`config.mk`:
```
export PLATFORM = sky130hd
export DESIGN_NAME = rjmd_back_flat
export DESIGN_NICKNAME = d
export VERILOG_FILES = /design/src/rtl/rjmd_pkg.sv /design/src/rtl/rjmd_if.sv /design/src/rtl/rjmd_back.sv /design/src/flat_wrapper.sv
export SDC_FILE = /design/constraint.sdc
export NUM_CORES = 1
export LEC_CHECK = 0
export BUFFER_PORTS_ARGS = -buffer_cell sky130_fd_sc_hd__clkbuf_2
export CAP_MARGIN = 20
export CORE_UTILIZATION = 51
export DETAILED_ROUTE_END_ITERATION = 6
export PLACE_DENSITY = 0.83
export SETUP_SLACK_MARGIN = 0.15
export SLEW_MARGIN = 0
export SYNTH_ARGS = -nofsm -noshare
export SYNTH_HDL_FRONTEND = slang
export SYNTH_SLANG_ARGS = --single-unit
export TNS_END_PERCENT = 100
```
`constraint.sdc`:
```
create_clock -name i_clk -period 3.27 [get_ports i_clk]
set_clock_uncertainty 0.2 [all_clocks]
set_input_delay 0.1635 -clock i_clk [delete_from_list [all_inputs] [get_ports i_clk]]
set_output_delay 0.1635 -clock i_clk [all_outputs]
set_load 0.005 [all_outputs]
```
`src/rtl/rjmd_pkg.sv`:
```
//------------------------------------------------------------------------------
// rjmd_pkg
// types, constants and sizes shared by the rssi jitter motion detector
//------------------------------------------------------------------------------
`default_nettype none
package rjmd_pkg;
    localparam int unsigned RING_DEPTH_DEF = 48;
    localparam logic [15:0] WINDOW_RST = 16'd3500;
    localparam logic [15:0] CAL_RST    = 16'd12000;
    localparam logic [15:0] HOLD_RST   = 16'd4500;
    localparam logic [6:0]  THR_RST    = 7'd5;
    localparam int unsigned QDEPTH     = 2;

    typedef enum logic [1:0] {
        K_FRAME = 2'd0,
        K_TICK  = 2'd1,
        K_RECAL = 2'd2,
        K_NONE  = 2'd3
    } t_kind;

    typedef enum logic [1:0] {
        R_WINDOW = 2'd0,
        R_CAL    = 2'd1,
        R_HOLD   = 2'd2,
        R_THR    = 2'd3
    } t_reg;

    typedef struct packed {
        logic [1:0] kind;
        logic [7:0] rssi_value;
        logic       frame_is_data;
        logic       frame_clean;
    } t_in_word;

    typedef struct packed {
        logic        motion;
        logic        report_valid;
        logic        report_value;
        logic [14:0] deviation_q8;
        logic        calibrated;
    } t_out_word;

    // classified command handed from front to back
    typedef struct packed {
        logic       push;
        logic       tick;
        logic       recal;
        logic [7:0] sample;
    } t_cmd;

    typedef enum logic [3:0] {
        S_IDLE, S_RD, S_RDW, S_UPD, S_MUL1, S_MUL2, S_DIFF, S_DIV, S_SQRT,
        S_DEC, S_OUT
    } t_state;
endpackage
`default_nettype wire

```
`src/rtl/rjmd_if.sv`:
```
//------------------------------------------------------------------------------
// rjmd_if
// valid/ready channel carrying one word of type T
//------------------------------------------------------------------------------
`default_nettype none
interface rjmd_if #(parameter type T = logic) ();
    logic valid;
    logic ready;
    T     data;
    modport source (output valid, output data, input ready);
    modport sink (input valid, input data, output ready);
endinterface
`default_nettype wire

```
`src/rtl/rjmd_back.sv`:
```
//------------------------------------------------------------------------------
// rjmd_back
// ring, running sums, deviation (divide + square root) and motion decision
//------------------------------------------------------------------------------
`default_nettype none
module rjmd_back #(
    parameter int unsigned RING_DEPTH = rjmd_pkg::RING_DEPTH_DEF
) (
    input  wire  i_clk,
    input  wire  i_rst_n,
    input  rjmd_pkg::t_cmd i_cmd,
    input  wire  i_cmd_valid,
    output logic o_cmd_pop,
    input  wire  [15:0] i_window_ms,
    input  wire  [15:0] i_cal_ms,
    input  wire  [15:0] i_hold_ms,
    input  wire  [6:0]  i_thr,
    rjmd_if.source m_out
);
    import rjmd_pkg::*;

    localparam int AW = (RING_DEPTH > 1) ? $clog2(RING_DEPTH) : 1;
    localparam int CW = $clog2(RING_DEPTH + 1);
    localparam int SW = 8 + CW;
    localparam int QW = 16 + CW + 2;
    localparam int DW = 2 * SW + 2;
    localparam int NW = DW + 16;
    localparam int MW = 2 * CW;
    localparam int RW = NW / 2 + 1;
    localparam logic [CW-1:0] HALF = CW'(RING_DEPTH / 2);
    localparam logic [CW-1:0] FULL = CW'(RING_DEPTH);

    logic [7:0]  r_ring [RING_DEPTH];
    logic [7:0]  r_old;
    t_state      r_st, n_st;
    t_cmd        r_cmd;
    logic [CW-1:0] r_fill;
    logic [AW-1:0] r_wi;
    logic signed [SW-1:0] r_sum;
    logic signed [QW-1:0] r_sq;
    logic [14:0] r_dev, r_floor;
    logic [15:0] r_win, r_cal_el, r_hold_left;
    logic        r_cal_st, r_cal_done, r_motion, r_hl;
    logic [1:0]  r_last;
    logic        r_rv, r_rval;
    logic [DW-1:0] r_p1, r_p2;
    logic [NW-1:0] r_num, r_rem;
    logic [MW-1:0] r_den;
    logic [NW-1:0] r_quo;
    logic [6:0]  r_cnt;
    logic [RW-1:0] r_root;
    logic [NW+1:0] r_srem;
    logic [NW-1:0] r_sx;
    logic        r_ovalid;
    t_out_word   r_out;

    logic signed [8:0]  w_v, w_o;
    logic [NW:0]  w_trial;
    logic [NW+1:0] w_st;
    logic [RW+1:0] w_sd;
    logic [15:0]  w_win1;
    logic         w_wend;

    assign o_cmd_pop = (r_st == S_IDLE) && i_cmd_valid;
    assign m_out.valid = r_ovalid;
    assign m_out.data  = r_out;

    assign w_v = {r_cmd.sample[7], r_cmd.sample};
    assign w_o = {r_old[7], r_old};
    assign w_win1 = (r_win == 16'hFFFF) ? r_win : r_win + 16'd1;
    assign w_wend = (w_win1 >= i_window_ms);
    assign w_trial = {r_rem, r_num[NW-1]} - {1'b0, {(NW-MW){1'b0}}, r_den};
    assign w_sd = {r_root, 2'b01};
    assign w_st = {r_srem[NW-1:0], r_sx[NW-1:NW-2]} - {{(NW-RW){1'b0}}, w_sd};

    always_comb begin
        n_st = r_st;
        case (r_st)
            S_IDLE: if (i_cmd_valid) n_st = S_RD;
            S_RD:   n_st = S_RDW;
            S_RDW:  n_st = S_UPD;
            S_UPD:  n_st = (r_cmd.tick && w_wend) ? S_MUL1 : S_OUT;
            S_MUL1: n_st = S_MUL2;
            S_MUL2: n_st = S_DIFF;
            S_DIFF: n_st = (r_fill < CW'(2)) ? S_DEC : S_DIV;
            S_DIV:  if (r_cnt == 7'(NW - 1)) n_st = S_SQRT;
            S_SQRT: if (r_cnt == 7'(NW / 2 - 1)) n_st = S_DEC;
            S_DEC:  n_st = S_OUT;
            S_OUT:  if (!r_ovalid || m_out.ready) n_st = S_IDLE;
            default: n_st = S_IDLE;
        endcase
    end

    always_ff @(posedge i_clk) begin
        if (r_st == S_RD) r_old <= r_ring[r_wi];
        if (r_st == S_UPD && r_cmd.push) begin
            if (r_fill < FULL) r_ring[AW'(r_fill)] <= r_cmd.sample;
            else r_ring[r_wi] <= r_cmd.sample;
        end
    end

    always_ff @(posedge i_clk) begin
        if (!i_rst_n) begin
            r_st <= S_IDLE; r_fill <= '0; r_wi <= '0; r_sum <= '0; r_sq <= '0;
            r_dev <= '0; r_floor <= '0; r_win <= '0; r_cal_el <= '0;
            r_hold_left <= '0; r_cal_st <= 1'b0; r_cal_done <= 1'b0;
            r_motion <= 1'b0; r_hl <= 1'b0; r_last <= 2'd2; r_ovalid <= 1'b0;
            r_rv <= 1'b0; r_rval <= 1'b0; r_cnt <= '0;
        end else begin
            r_st <= n_st;
            if (r_ovalid && m_out.ready) r_ovalid <= 1'b0;
            case (r_st)
                S_IDLE: if (i_cmd_valid) begin
                    r_cmd <= i_cmd; r_rv <= 1'b0; r_rval <= 1'b0;
                end
                S_UPD: begin
                    if (r_cmd.push) begin
                        if (r_fill < FULL) begin
                            r_fill <= r_fill + CW'(1);
                            r_sum <= r_sum + SW'(w_v);
                            r_sq <= r_sq + QW'(w_v * w_v);
                        end else begin
                            r_wi <= (r_wi == AW'(RING_DEPTH - 1)) ? '0 : r_wi + AW'(1);
                            r_sum <= r_sum + SW'(w_v) - SW'(w_o);
                            r_sq <= r_sq + QW'(w_v * w_v) - QW'(w_o * w_o);
                        end
                    end
                    if (r_cmd.tick) begin
                        if (r_hold_left != 0) r_hold_left <= r_hold_left - 16'd1;
                        if (r_cal_st && !r_cal_done && r_cal_el != 16'hFFFF)
                            r_cal_el <= r_cal_el + 16'd1;
                        r_win <= w_wend ? 16'd0 : w_win1;
                    end
                    if (r_cmd.recal) begin
                        r_cal_done <= 1'b0; r_cal_st <= 1'b1; r_cal_el <= '0;
                        r_motion <= 1'b0; r_hl <= 1'b0;
                    end
                end
                S_MUL1: begin
                    r_p1 <= DW'({{(DW-CW){1'b0}}, r_fill} * DW'($unsigned(r_sq)));
                    r_p2 <= DW'($signed(r_sum) * $signed(r_sum));
                    r_den <= MW'(r_fill * r_fill);
                end
                S_MUL2: ;
                S_DIFF: begin
                    r_num <= ($signed(r_p1) < $signed(r_p2)) ? '0 :
                             {r_p1 - r_p2, 16'd0};
                    r_rem <= '0; r_cnt <= '0; r_dev <= '0;
                end
                S_DIV: begin
                    if (!w_trial[NW]) begin
                        r_rem <= w_trial[NW-1:0]; r_quo <= {r_quo[NW-2:0], 1'b1};
                    end else begin
                        r_rem <= {r_rem[NW-2:0], r_num[NW-1]};
                        r_quo <= {r_quo[NW-2:0], 1'b0};
                    end
                    r_num <= {r_num[NW-2:0], 1'b0};
                    r_cnt <= (r_cnt == 7'(NW - 1)) ? '0 : r_cnt + 7'd1;
                    if (r_cnt == 7'(NW - 1)) begin
                        r_sx <= w_trial[NW] ? {r_quo[NW-2:0], 1'b0}
                                            : {r_quo[NW-2:0], 1'b1};
                        r_srem <= '0; r_root <= '0;
                    end
                end
                S_SQRT: begin
                    if (!w_st[NW+1]) begin
                        r_srem <= w_st; r_root <= {r_root[RW-2:0], 1'b1};
                    end else begin
                        r_srem <= {r_srem[NW-1:0], r_sx[NW-1:NW-2]};
                        r_root <= {r_root[RW-2:0], 1'b0};
                    end
                    r_sx <= {r_sx[NW-3:0], 2'b00};
                    r_cnt <= r_cnt + 7'd1;
                end
                S_DEC: begin
                    logic [14:0] dv;
                    logic        mv;
                    logic [31:0] dq;
                    dv = (r_fill < CW'(2)) ? 15'd0 :
                         (r_root > RW'(32767)) ? 15'h7FFF : r_root[14:0];
                    // ceil(dv / 10) by reciprocal multiplication
                    dq = 32'({1'b0, dv} + 16'd9) * 32'd52429;
                    r_dev <= dv;
                    if (!r_cal_done) begin
                        if (!r_cal_st) begin
                            r_cal_st <= 1'b1; r_cal_el <= '0;
                        end
                        if ((r_cal_st ? r_cal_el : 16'd0) >= i_cal_ms) begin
                            r_floor <= dv - {2'b0, dq[31:19]};
                            r_cal_done <= 1'b1;
                        end
                    end else begin
                        mv = (r_fill >= HALF) &&
                             ({2'b0, dv} > {2'b0, r_floor} + {2'b0, i_thr, 8'd0});
                        if (mv) begin
                            r_motion <= 1'b1; r_hl <= 1'b1; r_hold_left <= i_hold_ms;
                        end else if (r_hl && r_hold_left != 0) begin
                            mv = 1'b1;
                        end else begin
                            r_motion <= 1'b0; r_hl <= 1'b0;
                        end
                        if ({1'b0, mv} != r_last) begin
                            r_last <= {1'b0, mv}; r_rv <= 1'b1; r_rval <= mv;
                        end
                    end
                end
                S_OUT: if (!r_ovalid || m_out.ready) begin
                    r_ovalid <= 1'b1;
                    r_out.motion <= r_motion;
                    r_out.report_valid <= r_rv;
                    r_out.report_value <= r_rval;
                    r_out.deviation_q8 <= r_dev;
                    r_out.calibrated <= r_cal_done;
                end
                default: ;
            endcase
        end
    end
endmodule
`default_nettype wire

```
`src/flat_wrapper.sv`:
```
// flat-port wrapper written by rule: the top's interface ports become plain ports
module rjmd_back_flat import rjmd_pkg::*;
#(
    parameter int unsigned RING_DEPTH = rjmd_pkg::RING_DEPTH_DEF
)
  (i_clk, i_rst_n, i_cmd, i_cmd_valid, o_cmd_pop, i_window_ms, i_cal_ms, i_hold_ms, i_thr, m_out_valid, m_out_data, m_out_ready);
  rjmd_if m_out_i ();
  input  wire i_clk;
  input  wire i_rst_n;
  input  rjmd_pkg::t_cmd i_cmd;
  input  wire i_cmd_valid;
  output logic o_cmd_pop;
  input  wire  [15:0] i_window_ms;
  input  wire  [15:0] i_cal_ms;
  input  wire  [15:0] i_hold_ms;
  input  wire  [6:0] i_thr;
  output wire logic [$bits(m_out_i.valid)-1:0] m_out_valid;
  output wire logic [$bits(m_out_i.data)-1:0] m_out_data;
  input wire logic [$bits(m_out_i.ready)-1:0] m_out_ready;
  assign m_out_valid = m_out_i.valid;
  assign m_out_data = m_out_i.data;
  assign m_out_i.ready = m_out_ready;
  rjmd_back #(.RING_DEPTH(RING_DEPTH)) u_core (.i_clk(i_clk), .i_rst_n(i_rst_n), .i_cmd(i_cmd), .i_cmd_valid(i_cmd_valid), .o_cmd_pop(o_cmd_pop), .i_window_ms(i_window_ms), .i_cal_ms(i_cal_ms), .i_hold_ms(i_hold_ms), .i_thr(i_thr), .m_out(m_out_i));
endmodule
```
Yosys cells after proc, flatten, opt, wreduce, memory -nomap -nowiden

Cells that the tools add are included.

Flip-flop bits (word level): 56
Bits of input ports: 70
Output and inout bits: 3
Word-level logic and storage cells: 88

Magnitude comparators: 4
Multiplexer cells: 27
Equal/unequal tests: 22
Add/subtract/negate cells: 4
Reductions and logical operators: 19

Operators by type and width:

| kind                  | count |
|---|---|
| $mux 16               | 7 |
| $pmux 4 s11           | 1 |
| $add 16x1->16 const B | 2 |
| $ge 16x16->1          | 2 |
| $pmux 16 s2           | 1 |
| $mux 4                | 6 |
| $pmux 7 s3            | 1 |
| $eq 16x16->1 const B  | 1 |
| $eq 4x3->1 const B    | 4 |
| $ne 16x16->1 const B  | 1 |
| $eq 4x4->1 const B    | 3 |
| $reduce_and 3->1      | 4 |
| $eq 4x2->1 const B    | 2 |
| $mux 1                | 8 |
| $ne 2x1->1 const B    | 4 |
| $reduce_and 4->1      | 2 |
| $add 7x1->7 const B   | 1 |
| $eq 7x5->1 const B    | 1 |
| $eq 7x6->1 const B    | 1 |
| $mux 7                | 1 |
| $add 6x1->6 const B   | 1 |
| $lt 6x2->1 const B    | 1 |
| $lt 6x6->1 const B    | 1 |
| $logic_and 1x1->1     | 5 |
| other kinds (11)      | 15 |

Longest topological paths before layout

Gate-level depths: netlist (run 1).

Word-level depth: 7
Mapped depth: 14

Least setup slack after synthesis (run 1)

OpenSTA, ideal clock, no wires.

Kind: flip-flop to flip-flop
From: register u_core.r_win[4]
To: register u_core.r_st[3]
Path buffers: 2
Arrival: 3.285 ns
Clock period less this slack: 3.609 ns
Data required time: 2.946 ns
Setup slack: -0.339 ns
Stages on the path, launching flop included: 15
Cell sequence: dfxtp_1 > clkbuf_1 > nand4_1 > nor2_1 > nand2_1 > or3_1 > xnor2_1 > ha_1 > nand4_1 > nor3_1 > or4b_2 > and3b_1 > clkbuf_1 > o21ai_0 > a31oi_1

Cells in the longest elaborated chain, start to end: 6
Elaborated cells on any way between the ends: 7
Those cells by class: add/sub (1); order compare (1); eq/ne (1); mux (3); reduce/logical (1)

RTL lines:

| item                                          | line             | text |
|---|---|---|
| start: declaration                            | rjmd_back.sv:42  | `logic [15:0] r_win, r_cal_el, r_hold_left;` |
| start signal: assignment                      | rjmd_back.sv:132 | `r_win <= w_wend ? 16'd0 : w_win1;` |
| $add 16x1->16 or $eq 16x16->1 (tied branches) | rjmd_back.sv:70  | `assign w_win1 = (r_win == 16'hFFFF) ? r_win : r_win + 16'd1;` |
| $mux 16 *                                     | rjmd_back.sv:70  |  |
| $ge 16x16->1 *                                | rjmd_back.sv:71  | `assign w_wend = (w_win1 >= i_window_ms);` |
| $logic_and 1x1->1 *                           | rjmd_back.sv:82  | `S_UPD: n_st = (r_cmd.tick && w_wend) ? S_MUL1 : S_OUT;` |
| $mux 4 *                                      | rjmd_back.sv:82  |  |
| $pmux 4 s11 *                                 | rjmd_back.sv:78  | `case (r_st)` |
| end signal: assignment                        | rjmd_back.sv:110 | `r_st <= n_st;` |
| end: declaration                              | rjmd_back.sv:35  | `t_state r_st, n_st;` |

Mark *: on every way between the ends. The rest lies on a longest branch, timed or not.
A chain may end at the register's enable or synchronous reset.

Worst setup path after layout (run 1)

From: register u_core.r_win[9]
To: register u_core.r_win[5]

Cells in the longest elaborated chain, start to end: 4
Elaborated cells on any way between the ends: 5
Those cells by class: add/sub (1); order compare (1); eq/ne (1); mux (2)

RTL lines:

| item                                          | line |
|---|---|
| $add 16x1->16 or $eq 16x16->1 (tied branches) | rjmd_back.sv:70 |
| $mux 16 *                                     | rjmd_back.sv:70 |
| $ge 16x16->1                                  | rjmd_back.sv:71 |
| $mux 16 *                                     | rjmd_back.sv:132 |

Marked as above.

==> results of run 1 <==
-- cell usage in the layout (no fill, tap or decap), types with 3 or more instances in the layout --
cell	count
buf_4	48
o21ai_0	15
a21o_1	8
o31ai_1	4
inv_1	42
dfxtp_2	9
a22o_1	5
and2_1	20
nand2b_1	6
nor2_1	42
a21oi_1	24
a211oi_1	5
clkbuf_8	5
edfxtp_1	4
clkbuf_2	41
a31oi_1	11
dlygate4sd3_1	4
dfxtp_1	43
o21a_1	7
xor2_1	7
o21ai_1	9
and3_1	8
nand3_1	19
nor4b_1	3
nor3_1	12
a21oi_2	9
xnor2_1	11
or3_1	5
or2_2	4
nand4_1	15
nand2_2	3
o211ai_1	3
nor3_2	3
ha_1	35
nand2_1	48
a211o_1	3
-- area by class of cell --
type	count	area share
well taps	99	0.0251
clock inverters	2	0.00228
inverters	42	0.0320
clock buffers	6	0.0147
multi-input cells	398	0.565
flip-flops and latches	56	0.238
repair buffers	93	0.123
-- path summary, 6_finish.rpt --
path | from | endpoint | slack [ns] | depth (start not counted)
setup / recovery | u_core.r_win[9]$_SDFFE_PN0P_ | u_core.r_win[5]$_SDFFE_PN0P_ | -0.09 | 12
hold / removal | i_rst_n | u_core.r_fill[5]$_SDFFE_PN0P_ | 0.09 | 2
setup reg to reg | u_core.r_win[9]$_SDFFE_PN0P_ | u_core.r_win[5]$_SDFFE_PN0P_ | -0.09 | 12
hold reg to reg | u_core.r_win[1]$_SDFFE_PN0P_ | u_core.r_win[1]$_SDFFE_PN0P_ | 0.30 | 2
-- where the power goes --
group	switching [uW]	internal [uW]
clock network	228	149
logic	121	101
registers	39.4	707
-- critical path, stage by stage, from the launching register on --
cell,delay (ns)
dfxtp_2,0.34
and4_4,0.24
nand4_1,0.29
o21ai_4,0.34
nor2_4,0.07
xnor2_2,0.15
ha_1,0.33
nand4_1,0.14
nor3_2,0.14
or4b_4,0.52
and3_2,0.26
a21oi_1,0.17
a31oi_1,0.06
-- metrics by stage --
stage | TNS, ns | total power [uW] | cells | area, um2 | hold WS (ns)
floorplan | 0 | 903 | 514 | 4050 | 0.0624
global placement | 0 | 949 | 668 | 4520 | 0.142
detailed placement | -0.281 | 963 | 668 | 4520 | 0.146
CTS | 0 | 1340 | 687 | 4760 | 0.0619
global route | -3.46 | 1410 | 696 | 4930 | 0.0616
finish | -0.943 | 1350 | 696 | 4930 | 0.0880
-- layer usage --
layer | global-route usage | part of all wire
met3 | 0.0379 | 0.059
met5 | 0 | 0
met1 | 0.280 | 0.43
met4 | 0.0941 | 0.029
met2 | 0.419 | 0.48
-- logic make-up (layout without fill, tap and decap cells) --
family                   after synthesis  in the layout  synth area share
buffers and inverters                 62            143            0.0618
XOR/XNOR                              19             19            0.0417
flip-flops                            56             56             0.291
AND/OR/NAND/NOR                      213            215             0.275
multiplexers                           4              4            0.0107
AO/OA/AOI/OAI                        122            122             0.200
adder cells (fa/ha/maj)               38             38             0.119
-- registers in the layout, indices dropped and copies added, names as in the netlist --
signal              flops
u_core.r_cnt            7
u_core.r_win           16
u_core.m_out.data       1
u_core.r_fill           6
u_core.r_cal_el        16
u_core.r_cmd            3
u_core.r_cal_done       1
u_core.r_st             4
u_core.m_out.valid      1
u_core.r_cal_st         1
-- what timing repair did --
action | 4_1_cts | 5_1_grt
setup endpoints to repair | 18 | 19
gates resized for setup | 20 | 26
hold buffers | 4 | 0
gates cloned | 1 | 1
buffers inserted | 6 | 8
endpoints found under the hold margin | 4 | 0
pin swaps | 3 | 19
==> metrics, run 1 <==
antenna diode count=0; routability cong.=0.840; Max VDD drop=between 200 and 250 uV; vias=4093; largest fanout on the critical path=6; setup ws final=-0.0945 ns; clock sink total=56; DRC viols=0; deepest clock path buffer count=2; DP Worst Slack=-0.0821 ns; I/O Buffers=slightly above 40; Post-Synthesis Cell Area=~4000 um2; vias in the first global route=3735; sequential-to-total area share from yosys stat=0.291; Post-synth ARST share=0; CORE AREA=around 7400 um2; arrival time worst endpoint=3.36 ns; Slew headroom=0.550; Mapped Cells=514; failing checks=setup timing; min Tclk post-route=3.36 ns; clock root buffer=clkbuf_8; #FFs+latches synth=56; library cells used by synthesis=59; Final Setup Violations=18; Die Area=8180 um2; Core Rows=31; Clock Pin Slew Worst Setup and Hold Paths=0.09 ns; Top FF cell, synth=dfxtp_1; drt wl/cell=14.6 um; top area cells in the synthesized netlist=dfxtp_1 (26%), ha_1 (12%), nand2_1 (4.8%); Via-to-Cell Ratio=~5.9; Critical Path End Type=flop; Post-synth EDFFs=4; remaining antenna violation count=0; max_cap viols=0; total track usage=0.235; most common cell in the netlist=dfxtp_1; final hold violations=0; slew of the pin with the lowest slew margin=0.672 ns; area grow syn2layout=23.6%; layout cells sized above 1=0.261; first-pass GRT wire length=16100 um; Worst Hold Class=in -> reg; fin crit share=1.03; Ports=73; Util after Layout=0.665; Max Freq=between 200 and 300 MHz; Reg area=between 1000 and 1500 um2; final wirelength=10100 um; Synthesized Nets=622; Synth Warn #=0; Die Ht=90.4 um; Required @ worst endpoint=3.27 ns; largest net degree at the start of global routing=25; H-Tree Depth=2; DP HPWL=approximately 6900 um; Die X=roughly 90 um; final-layout fill cell count=577; CTS Buf Count=5; LEAKAGE=0.00216 uW; area occupied by multi-input gates=2790 um2; CP Class=reg -> reg; worst skew pair latency=roughly 0.32 ns; initial antenna violation count=0; pwr dens=273 nW/um2; total gr overflow=0; syn_area_per_cell=7.76 um2; outcome=finished, violations left; CTS tree=built; Initial Utilization=0.538; share of the synthesized area in the top cell type=0.261; Final Max Slew Viols=0; Worst setup SP type=flop; DRT Pass-1 Iters=5; top cells by count, synth=dfxtp_1 (52), nand2_1 (51), nor2_1 (45); unrepaired setup endpoints after global routing=yes; Final nets=roughly 700; Iteration-0 DRC Markers=247; Synth area leader=dfxtp_1
Power figures use the tool's default switching activity.
==> run 2, diff against run 1 <==
--- a/config.mk
+++ b/config.mk
@@ -5,11 +5,12 @@
 export SDC_FILE = /design/constraint.sdc
 export NUM_CORES = 1
 export LEC_CHECK = 0
+export ABC_AREA = 1
 export BUFFER_PORTS_ARGS = -buffer_cell sky130_fd_sc_hd__clkbuf_2
 export CAP_MARGIN = 20
-export CORE_UTILIZATION = 51
+export CORE_UTILIZATION = 52
 export DETAILED_ROUTE_END_ITERATION = 6
-export PLACE_DENSITY = 0.83
+export PLACE_DENSITY = 0.84
 export SETUP_SLACK_MARGIN = 0.15
 export SLEW_MARGIN = 0
 export SYNTH_ARGS = -nofsm -noshare
==> metrics, run 2 <==
outcome=finished, final reports clean; H-Tree Depth=2 (unchanged); Die Ht=91.9 um (+1.6%); Final nets=818 (+16%); Slew headroom=0.462 (-0.0878); area grow syn2layout=13.8%; final wirelength=9530 um (-5.9%); WL met3=524 um (-13%); first-pass GRT wire length=15900 um (-1.3%); pwr dens=397 nW/um2 (+46%); Post-synth EDFFs=4 (unchanged); LEAKAGE=0.00240 uW (+11%); Met1 Routed Length=4090 um (-5.9%); I/O Buffers=41 (unchanged); CP Launch Point=u_core.r_win[0]$_SDFFE_PN0P_; top area cells in the synthesized netlist=dfxtp_1 (25%), nand2_1 (14%), ha_1 (11%); reg2reg start=u_core.r_win[0]$_SDFFE_PN0P_; most common cell in the netlist=nand2_1; DRC viols=0 (unchanged); #FFs+latches synth=56 (unchanged); layout cells sized above 1=0.138 (-0.123); Post-synth ARST share=0 (unchanged); Initial Utilization=0.541 (+0.00217); min Tclk post-route=2.95 ns (-0.413 ns); Synth Warn #=0 (unchanged); Critical Path End Type=flop; Final Max Slew Viols=0 (unchanged); DRT Pass-1 Iters=5 (unchanged); post-route cell area=4780 um2 (-3.0%); Iteration-0 DRC Markers=241 (-2.4%); drt wl/cell=11.7 um (-19%); CTS tree=built; CP Class=reg -> reg; unrepaired setup endpoints after global routing=no; arrival time worst endpoint=2.97 ns (-0.39 ns); remaining antenna violation count=0 (unchanged); deepest clock path buffer count=2 (unchanged); DP Worst Slack=0.106 ns (+0.188 ns); vias in the first global route=3868 (+3.6%); worst skew pair latency=0.31 ns (about the same); Required @ worst endpoint=3.29 ns (+0.02 ns); slew of the pin with the lowest slew margin=0.805 ns (+0.133 ns); clock root buffer=clkbuf_8; max_cap viols=0 (unchanged); commonest non-fill, non-tap cells in the layout=nand2_1 (149), inv_1 (118), nor2_1 (68); hold_sp=i_cmd_valid; final cell count without fillers=813 (+17%); setup ws final=0.319 ns (+0.413 ns); initial antenna violation count=0 (unchanged); Util after Layout=0.615 (-0.0499); DR WL met2=4820 um (-1.3%); Final Setup Violations=0 (-18); syn_area_per_cell=6.36 um2 (-18%); antenna diode count=0 (unchanged); Mapped Cells=660 (+28%); Die X=91.9 um (+1.6%); share of the synthesized area in the top cell type=0.248 (-0.0131); routability cong.=0.918 (+9.4%); Top FF cell, synth=dfxtp_1; top cells by count, synth=nand2_1 (154), inv_1 (119), nor2_1 (68); Top Registers=u_core.r_cal_el: 16 flops, u_core.r_win: 16 flops, u_core.r_cnt: 7 flops; fin crit share=0.903 (-0.126); total gr overflow=0 (unchanged); CORE AREA=7770 um2 (+4.8%); Post-Synthesis Cell Area=4200 um2 (+5.3%); Clock Pin Slew Worst Setup and Hold Paths=0.10 ns (about the same); sequential-to-total area share from yosys stat=0.277 (-0.0146); Top Metal Used=met4; setup TNS=0 ns (+0.943 ns); largest net degree at the start of global routing=28 (+12%); clock sink total=56 (unchanged); vias=4259 (+4.1%); final hold violations=0 (unchanged); Core Rows=32 (+3.2%); Ports=73 (unchanged); Synth area leader=dfxtp_1; DP HPWL=7170 um (+4.2%); Worst setup SP type=flop; Max Freq=339 MHz (+14%); Die Area=8440 um2 (+3.2%); total track usage=0.225 (-0.0106); commonest non-fill, non-tap cell in the layout=nand2_1; largest fanout on the critical path=13 (+7); Synthesized Nets=768 (+23%); Worst Hold Class=in -> reg; DP Area=4490 um2 (-0.72%); Max VDD drop=240 uV (+4.6%); library cells used by synthesis=34 (-42%); placed insts=795 (+19%); CTS Buf Count=5 (unchanged); Via-to-Cell Ratio=5.24 (-11%)
==> run 2: layer usage <==
layer | vias up | GRT usage
met1 | 1909 | 0.276
met2 | 136 | 0.408
met5 | - | 0
li1 | 2204 | -
met4 | 0 | 0.0612
met3 | 10 | 0.0299
==> run 2: final timing paths <==
check,slack [ns],end,depth (start not counted)
worst max register to register,0.32,u_core.r_win[0]$_SDFFE_PN0P_,20
worst max-delay path,0.32,u_core.r_win[0]$_SDFFE_PN0P_,20
worst min register to register,0.30,u_core.r_fill[3]$_SDFFE_PN0P_,2
worst min-delay path,0.10,u_core.r_cmd[9]$_DFFE_PP_,3
==> run 2: critical path, cell delays in order (launching register included) <==
cell,delay (ns)
dfxtp_2,0.34
ha_2,0.18
nand2_1,0.08
nor2_2,0.15
nand4_1,0.17
nor2_4,0.21
inv_4,0.10
nand2_2,0.10
ha_1,0.25
nand2_1,0.08
nand2_1,0.05
nand2_1,0.06
nand2_1,0.06
nor2_1,0.12
nand2_2,0.08
nand2_2,0.09
nand2_4,0.08
nor2_4,0.13
buf_6,0.15
nand2_2,0.07
a21oi_2,0.13
==> run 2: cell type report <==
| type | instances | area (um2) |
|---|---|---|
| clock buffer | 6 | 82.6 |
| clock inverter | 2 | 38.8 |
| fill | 707 | 2990 |
| inverter | 128 | 485 |
| multi-input combinational | 464 | 2550 |
| sequential | 56 | 1160 |
| tap | 102 | 128 |
| timing repair buffer | 55 | 332 |
==> run 2: power breakdown <==
group | internal [uW] | total [uW] | switching (uW)
Sequential | 771 | 878 | 108
Combinational | 192 | 543 | 351
Clock | 251 | 479 | 228
Total | 1210 | 1900 | 687
==> run 2: metrics by stage <==
stage | total power, uW | hold slack (ns)
5_1_grt | 2040 | 0.106
6_report | 1900 | 0.102
2_1_floorplan | 1270 | 0.0624
3_5_place_dp | 1410 | 0.143
4_1_cts | 1890 | 0.0990
3_3_place_gp | 1370 | 0.145
==> run 2: kinds of logic after synthesis <==
family | synth area share
adder cells (fa/ha/maj) | 0.113
XOR/XNOR | 0.0334
flip-flops | 0.277
buffers and inverters | 0.132
AO/OA/AOI/OAI | 0.150
AND/OR/NAND/NOR | 0.295
==> run 2: repair_timing <==
action | in CTS | in global routing
buffers inserted | 1 | 5
endpoints found under the hold margin | 4 | 0
cloned | 0 | 0
gates resized for setup | 1 | 23
hold buffers | 4 | 0
pin swaps | 1 | 9
setup endpoints to repair | 16 | 19
